===== src/sv/uuid7_pkg.sv =====
package uuid7_pkg;

  localparam int SEC_W  = 36;
  localparam int NS_W   = 30;
  localparam int SEG_W  = 16;
  localparam int RND_W  = 32;
  localparam int WORD_W = 64;

  localparam logic [3:0] UUID_VERSION = 4'd7;
  localparam logic [1:0] UUID_VARIANT = 2'd1;
  localparam logic [7:0] SEQ_MAX      = 8'hFF;
  localparam logic [7:0] SEQ_ZERO     = 8'h00;

  typedef enum logic [0:0] {
    OP_GENERATE = 1'b0,
    OP_CLEAR    = 1'b1
  } op_t;

  typedef struct packed {
    op_t              operation;
    logic [SEC_W-1:0] seconds;
    logic [NS_W-1:0]  nanoseconds;
    logic [SEG_W-1:0] segment;
    logic [RND_W-1:0] random_bits;
  } in_item_t;

  typedef struct packed {
    logic [WORD_W-1:0] uuid_high;
    logic [WORD_W-1:0] uuid_low;
    logic              ok;
  } out_item_t;

  // History update produced alongside each result
  typedef struct packed {
    logic              wr;
    logic [WORD_W-1:0] upper;
    logic [WORD_W-1:0] lower;
  } hist_upd_t;

endpackage


===== src/sv/monotonic_uuid_v7_generator_core.sv =====
// Monotonic UUIDv7 generator core.
//
// Input channel (in_valid/in_ready/in_data) carries one request per transfer:
// a generate request with seconds, nanoseconds, segment and random word, or a
// clear request that forgets the last issued identifier.
// Output channel (out_valid/out_ready/out_data) returns exactly one result per
// request: the 128-bit identifier as two big-endian words plus an ok flag.
// A failed generate (clock went backwards, or the per-tick sequence byte is
// exhausted) returns zero words with ok low and leaves the history untouched.
//
// The result is registered, appearing in the cycle after acceptance, and one
// request per cycle is taken unless the receiver stalls; the compare against
// the stored identifier, the sequence increment and the history write all
// happen in the accept cycle; consecutive requests see each other's history.
// When the receiver stalls, the result register holds and in_ready drops; a
// new request is taken in the same cycle the held result is transferred.
// Reset (rst, synchronous) empties the result register and zeroes the history.
module monotonic_uuid_v7_generator_core (
  input  logic                 clk,
  input  logic                 rst,
  input  logic                 in_valid,
  output logic                 in_ready,
  input  uuid7_pkg::in_item_t  in_data,
  output logic                 out_valid,
  input  logic                 out_ready,
  output uuid7_pkg::out_item_t out_data
);
  import uuid7_pkg::*;

  logic [63:0] last_upper;
  logic [63:0] last_lower;
  out_item_t   result;
  hist_upd_t   upd;
  logic        in_xfer;

  // Free the result register when it is empty or being drained this cycle
  assign in_ready = !out_valid || out_ready;
  assign in_xfer  = in_valid && in_ready;

  uuid7_calc u_calc (
    .item       (in_data),
    .last_upper (last_upper),
    .last_lower (last_lower),
    .result     (result),
    .upd        (upd)
  );

  // History of the last issued identifier
  always_ff @(posedge clk) begin
    if (rst) begin
      last_upper <= '0;
      last_lower <= '0;
    end else if (in_xfer && upd.wr) begin
      last_upper <= upd.upper;
      last_lower <= upd.lower;
    end
  end

  // Result register: load on input transfer, drop valid once transferred
  always_ff @(posedge clk) begin
    if (rst) begin
      out_valid <= 1'b0;
    end else if (in_xfer) begin
      out_valid <= 1'b1;
    end else if (out_ready) begin
      out_valid <= 1'b0;
    end
  end

  always_ff @(posedge clk) begin
    if (in_xfer) begin
      out_data <= result;
    end
  end

`ifndef SYNTHESIS
  // A clear leaves empty history behind
  assert property (@(posedge clk) disable iff (rst)
    in_xfer && in_data.operation == OP_CLEAR |=> last_upper == '0 && last_lower == '0)
    else $error("history not cleared");

  // A failure never leaks identifier bits
  assert property (@(posedge clk) disable iff (rst)
    out_valid && !out_data.ok |-> out_data.uuid_high == '0 && out_data.uuid_low == '0)
    else $error("failed result carries nonzero words");

  // A successful generate is what the history now holds
  assert property (@(posedge clk) disable iff (rst)
    in_xfer && in_data.operation == OP_GENERATE |=>
      !out_data.ok || (last_upper == out_data.uuid_high && last_lower == out_data.uuid_low))
    else $error("history does not match issued identifier");

  // Issued identifiers strictly increase over the previous history
  assert property (@(posedge clk) disable iff (rst)
    in_xfer && in_data.operation == OP_GENERATE |=>
      !out_data.ok ||
      {out_data.uuid_high, out_data.uuid_low} > {$past(last_upper), $past(last_lower)})
    else $error("identifier not monotonic");

  // Every input transfer yields a result in the next cycle
  assert property (@(posedge clk) disable iff (rst)
    in_xfer |=> out_valid)
    else $error("result missing after transfer");
`endif

endmodule


===== src/sv/uuid7_calc.sv =====
module uuid7_calc (
  input  uuid7_pkg::in_item_t  item,
  input  logic [63:0]          last_upper,
  input  logic [63:0]          last_lower,
  output uuid7_pkg::out_item_t result,
  output uuid7_pkg::hist_upd_t upd
);
  import uuid7_pkg::*;

  logic [63:0] hi;
  logic [63:0] lo_base;
  logic [63:0] lo;
  logic [31:0] rnd_swap;
  logic [7:0]  new_top;
  logic [7:0]  old_top;
  logic [7:0]  old_seq;
  logic [7:0]  seq;
  logic        hi_eq;
  logic        backwards;
  logic        same_prefix;
  logic        exhausted;
  logic        fail;

  assign rnd_swap = {item.random_bits[7:0], item.random_bits[15:8],
                     item.random_bits[23:16], item.random_bits[31:24]};

  assign hi = {item.seconds, item.nanoseconds[29:18], UUID_VERSION,
               item.nanoseconds[17:6]};
  assign lo_base = {UUID_VARIANT, item.nanoseconds[5:0], SEQ_ZERO, item.segment, rnd_swap};

  assign new_top = lo_base[63:56];
  assign old_top = last_lower[63:56];
  assign old_seq = last_lower[55:48];

  assign hi_eq       = (last_upper == hi);
  assign backwards   = (last_upper > hi) || (hi_eq && (old_top > new_top));
  assign same_prefix = hi_eq && (old_top == new_top);

  // Count up within one tick; pin at the maximum once exhausted
  always_comb begin
    if (!same_prefix) begin
      seq = SEQ_ZERO;
    end else if (old_seq == SEQ_MAX) begin
      seq = SEQ_MAX;
    end else begin
      seq = old_seq + 8'd1;
    end
  end

  assign lo        = {lo_base[63:56], seq, lo_base[47:0]};
  assign exhausted = same_prefix && (old_seq == SEQ_MAX) && (last_lower >= lo);
  assign fail      = backwards || exhausted;

  always_comb begin
    if (item.operation == OP_CLEAR) begin
      result = '{uuid_high: '0, uuid_low: '0, ok: 1'b1};
      upd    = '{wr: 1'b1, upper: '0, lower: '0};
    end else if (fail) begin
      result = '{uuid_high: '0, uuid_low: '0, ok: 1'b0};
      upd    = '{wr: 1'b0, upper: hi, lower: lo};
    end else begin
      result = '{uuid_high: hi, uuid_low: lo, ok: 1'b1};
      upd    = '{wr: 1'b1, upper: hi, lower: lo};
    end
  end

endmodule

===== config.mk =====
export PLATFORM = sky130hd
export DESIGN_NAME = monotonic_uuid_v7_generator_core
export DESIGN_NICKNAME = d
export VERILOG_FILES = /design/src/sv/uuid7_pkg.sv /design/src/sv/monotonic_uuid_v7_generator_core.sv /design/src/sv/uuid7_calc.sv
export SDC_FILE = /design/constraint.sdc
export NUM_CORES = 1
export LEC_CHECK = 0
export ABC_AREA = 1
export BUFFER_PORTS_ARGS = -buffer_cell sky130_fd_sc_hd__buf_2
export CAP_MARGIN = 5
export CORE_AREA = 2 2 188 144
export DETAILED_ROUTE_END_ITERATION = 7
export DIE_AREA = 0 0 190 146
export GPL_ROUTABILITY_DRIVEN = 0
export PLACE_DENSITY = 0.85
export REMOVE_ABC_BUFFERS = 1
export SYNTH_ARGS = -nofsm -noshare
export SYNTH_HDL_FRONTEND = slang
export SYNTH_HIERARCHICAL = 1
export SYNTH_SLANG_ARGS = --single-unit

===== constraint.sdc =====
create_clock -name clk -period 15.4 [get_ports clk]
set_input_delay 3.08 -clock clk [delete_from_list [all_inputs] [get_ports clk]]
set_output_delay 3.08 -clock clk [all_outputs]
set_load 0.02 [all_outputs]

# ---- After elaboration in Yosys (flattened, before gate mapping)
# Index checks and enable logic that the tools add are counted.
dict set report classes {
  n_addsub 1
  order_cmp 3
  eq_ne 3
  muxes 7
  reduce_logical 12
}
# op n
set ops {}
lappend ops {{129-bit 2-to-1 mux} 2}
lappend ops {{80-bit 2-to-1 mux} 1}
lappend ops {{64-bit == test} 1}
lappend ops {{64-bit by 63-bit >= comparator with 1-bit output} 1}
lappend ops {{64-bit > comparator} 1}
lappend ops {{8-bit 2-to-1 mux} 2}
lappend ops {{8-bit by 1-bit adder with 8-bit output (second input constant)} 1}
lappend ops {{8-bit by 7-bit == test with 1-bit output} 1}
lappend ops {{8-bit == test (second input constant)} 1}
lappend ops {{8-bit by 7-bit > comparator with 1-bit output} 1}
lappend ops {{1-bit logical AND} 6}
lappend ops {{1-bit logical OR} 3}
lappend ops {{1-bit 2-to-1 mux} 2}
lappend ops {{2-bit nonzero test} 1}
lappend ops {{2-bit OR reduction} 1}
lappend ops {{1-bit zero test} 1}
dict set report word_totals {
  ff_bits 258
  in_bits 119
  out_inout_bits 131
  wordCells 34
}

# ---- Longest topological paths before layout
dict set report logic_depth {
  depth_word 9
  ltp_mapped 33
  mapped_depth_nobuf 27
}

# ---- By module
# The synthesis kept the hierarchy.
# module n_inst cells_each area_per_inst_um2 seq_area_each_um2
set by_module_without_submodules {}
lappend by_module_without_submodules {monotonic_uuid_v7_generator_core 1 1231 10572.6 6456.2}
lappend by_module_without_submodules {uuid7_calc 1 1003 5172.5 0.0}

# ---- Least setup slack after synthesis
# OpenSTA, ideal clock, no wires.
dict set report synth_path {
  path_kind {input -> register}
  from {input in_valid}
  to {register out_data[0] (netlist name), enable pin}
  setup_time_ns 0.660
  arrival_ns 9.660
  required_time_ns 14.740
  setup_slack_ns 5.080
  cell_stages 3
  path_buffers 1
  cell_sequence {clkbuf_1 inv_1 a21oi_1}
}
dict set report synth_between {
  elab_chain_len 1
}
# item line_no
set synth_lines {}
lappend synth_lines {{start, declared} monotonic_uuid_v7_generator_core.sv:21} ;# input logic in_valid,
lappend synth_lines {{1-bit logical AND} monotonic_uuid_v7_generator_core.sv:38} ;# assign in_xfer = in_valid && in_ready;
lappend synth_lines {{named net in_xfer} monotonic_uuid_v7_generator_core.sv:34} ;# logic in_xfer;
lappend synth_lines {{end signal, assigned} monotonic_uuid_v7_generator_core.sv:72} ;# out_data <= result;
lappend synth_lines {{end, declared} monotonic_uuid_v7_generator_core.sv:26} ;# output uuid7_pkg::out_item_t out_data
# The timed path passes the listed nets, and every way through them passes these cells.
# A chain may end at the register's enable or synchronous reset.

# ---- Final worst setup path
dict set report layout_path {
  from {input in_data[113] (netlist name)}
  to {register last_upper[6]}
}
dict set report layout_between {
  elab_chain_len 9
  elab_cells_between_ends 13
  classes_between {2 x order compare; 1 x eq/ne; 3 x mux; 7 x reduce/logical}
}
# item line_no
set layout_lines {}
lappend layout_lines {{start, declared} monotonic_uuid_v7_generator_core.sv:23} ;# input uuid7_pkg::in_item_t in_data,
lappend layout_lines {{64-bit == test} uuid7_calc.sv:35} ;# assign hi_eq = (last_upper == hi);
lappend layout_lines {{1-bit logical AND} uuid7_calc.sv:37} ;# assign same_prefix = hi_eq && (old_top == new_top);
lappend layout_lines {{8-bit 2-to-1 mux} uuid7_calc.sv:41} ;# if (!same_prefix) begin
lappend layout_lines {{64-bit by 63-bit >= comparator with 1-bit output} uuid7_calc.sv:51} ;# assign exhausted = same_prefix && (old_seq == SEQ_MAX) && (last_lower >= lo);
lappend layout_lines {{1-bit logical AND} uuid7_calc.sv:51}
lappend layout_lines {{1-bit logical OR (*)} uuid7_calc.sv:52} ;# assign fail = backwards || exhausted;
lappend layout_lines {{129-bit 2-to-1 mux (*)} uuid7_calc.sv:58} ;# end else if (fail) begin
lappend layout_lines {{129-bit 2-to-1 mux (*)} uuid7_calc.sv:55} ;# if (item.operation == OP_CLEAR) begin
lappend layout_lines {{1-bit logical AND (*)} monotonic_uuid_v7_generator_core.sv:53} ;# end else if (in_xfer && upd.wr) begin
lappend layout_lines {{end signal, assigned} monotonic_uuid_v7_generator_core.sv:54} ;# last_upper <= upd.upper;
lappend layout_lines {{end, declared} monotonic_uuid_v7_generator_core.sv:30} ;# logic [63:0] last_upper;
# Every way passes the cells marked *; elsewhere a longest branch is shown, timed or not.

==> metrics.csv <==
metric,value,unit
tightestPinTransition,1.14,ns
synth_top_area_cell,edfxtp_1,
drt_pass1_iterations,5,
synth.area.top_cells,"edfxtp_1 (25%), dfxtp_1 (16%), inv_1 (16%)",
yosysTopAreaCellShare,24.6,%
antenna_found_initial,1,
drtAntennaViolNets,0,
area_growth,13.4,%
viasPerCell,4.99,
drv_cap,0,
status,"finished, final reports clean",
clock_skew,0.0236,ns
cpMostUsedCell,nand2_1,
hold_path_class,reg2reg,
grt_pass1_wl,62.6,mm
cp.arrival,9.21,ns
cts_setup_buffers,0,
synthCells,2234,
route.detailed.drc,0,
die_width,190,um
coreArea,0.0257,mm^2
worst_path_largest_cell_delay,0.86,ns
cts_buffer_depth,3,
synth_edf_count,129,
clk_pin_slew,0.06,ns
start_kind,primary input,
ys_types,33,
max_freq,114,MHz
async_flop_share,0,%
fin_util,69.4,%
first_iter_violations,1231,
slew-limit-headroom,23.6,%
syn_area,0.0157,mm^2
io_buffers,249,
finalSetupViolations,0,
totalWireLength,38.5,mm
fin_ws,6.67,ns
track_usage,27.4,%
synthMuxAreaShare,0,%
slew_violations,0,
finalCritPeriodShare,56.7,%
dp_hpwl,25.3,mm
cts-root-buf,clkbuf_16,
place_ws,6.17,ns
grt_overflow_total,0,
power.density,105,mW/mm^2
fp-row-count,51,
crit_type,in2reg,
post-route-min-period,8.73,ns
instances_no_fill,2784,
hold_buffers,0,
synthAdderAreaFrac,9.85,%
synth_top_family_by_area,simple AND/OR/NAND/NOR gates,
slowest_stage,nand2_4,
cts_tree,yes,
cts_buffers,27,
crit_required,15.88,ns
rsz0062_at_grt,no,
io_pins,250,
hold_violations,0,
post-synth-top-count-cell,inv_1,
worstSetupEndpointType,register,
nets,2659,
yosys-top-cells-count,"inv_1 (660), nor2_1 (413), nand2_1 (411)",
ys_seq_elements,258,
synth-simple-area-share,26.4,%
grt_max_degree,78,
start_util,61.2,%
ctsResizeCount,0,
grt_pass1_vias,13399,
vias,13904,
ys_warn_count,6,
wl_per_cell,13.8,um
placedCellCount,2731,
cts.sinks,258,
syn_area_per_cell,7.05,um^2
die_y,146,um
ir_worst_vdd,0.0923,mV
ctsHtreeMaxLevel,1,
setup_tns,0,ns
whs,0.514,ns
leakage,9.99,nW
crit_fanout,66,
dieArea,0.0277,mm^2
drive_above_1_share,13.0,%
synth_xor_xnor_area_share,0.0556,%
synthFlopType,edfxtp_1,
synth_compound_area_share,2.76,%
clock_latency,0.55,ns
ys_seq_area_share,41.0,%
-- cells in the final DEF (no fill, tap or decap), types with 3 or more instances in the layout --
master and instances:
o21ai_0 15, nor2_1 413, ha_1 124, clkbuf_16 27, dfxtp_1 129, conb_1 4
inv_1 659, diode_2 3, buf_4 11, a21o_1 4, nand4_1 134, bufinv_16 5
a21oi_1 58, nand2_1 410, nor3_1 4, buf_2 247, edfxtp_1 129, clkinv_2 9
nand3_1 23
-- cell families (layout without fill, tap and decap cells) --
family,count (synthesis),after routing
compound gates,83,83
buf+inv,770,970
other cells,1,7
xor+xnor,1,1
simple gates,997,997
fa+ha+maj,124,124
flops,258,258
-- flip-flops by register name, summed over array words and instances (netlist names) --
register    count
out_data      129
last_lower     64
last_upper     64
out_valid       1
-- critical path, delay by kind of cell --
family                     cells  cell delay (ns)
and+or+nand+nor               20             4.18
buffers and inverters          4             0.82
adders and majority gates      2             0.64
AOI/OAI and AO/OA              3             0.43
-- stage by stage --
step	cell area [um^2]	power, mW
finish	17900	1.87
detailed placement	16900	1.18
CTS	17800	1.88
global route	17800	1.96
floorplan	15100	1.08
global placement	16900	1.17
-- final timing paths --
path / from / endpoint / slack [ns] / cells after the start
worst max-delay path: in_data[113] / last_upper[6]$_SDFFE_PP0P_ / 6.67 / 29
worst min-delay path: last_upper[44]$_SDFFE_PP0P_ / last_upper[44]$_SDFFE_PP0P_ / 0.51 / 4
worst max register to register: last_upper[63]$_SDFFE_PP0P_ / last_upper[6]$_SDFFE_PP0P_ / 9.02 / 27
worst min register to register: last_upper[44]$_SDFFE_PP0P_ / last_upper[44]$_SDFFE_PP0P_ / 0.51 / 4
-- metal layers --
layer	routed length [um]	vias up	GRT usage (%)
met3	2960	65	4.22
met4	824	0	7.29
met5	0	-	0
met2	17900	505	46.4
met1	16800	6328	36.7
li1	-	7006	-
-- where the power goes --
| group | switching [mW] | internal, mW | total (mW) |
|---|---|---|---|
| clock | 0.278 | 0.415 | 0.693 |
| sequential | 0.0259 | 0.783 | 0.809 |
| combinational | 0.245 | 0.123 | 0.368 |
| total | 0.550 | 1.32 | 1.87 |
-- cell type report --
| cell class | count | area [um^2] |
|---|---|---|
| Tap cell | 344 | 430 |
| Inverter | 662 | 2490 |
| Multi-Input combinational cell | 1209 | 6210 |
| Antenna cell | 3 | 7.51 |
| Clock inverter | 19 | 226 |
| Sequential cell | 258 | 6460 |
| Timing Repair Buffer | 258 | 1320 |
| Clock buffer | 31 | 711 |
| Fill cell | 2034 | 7870 |
Note: power is estimated with default switching activity, not from simulation.
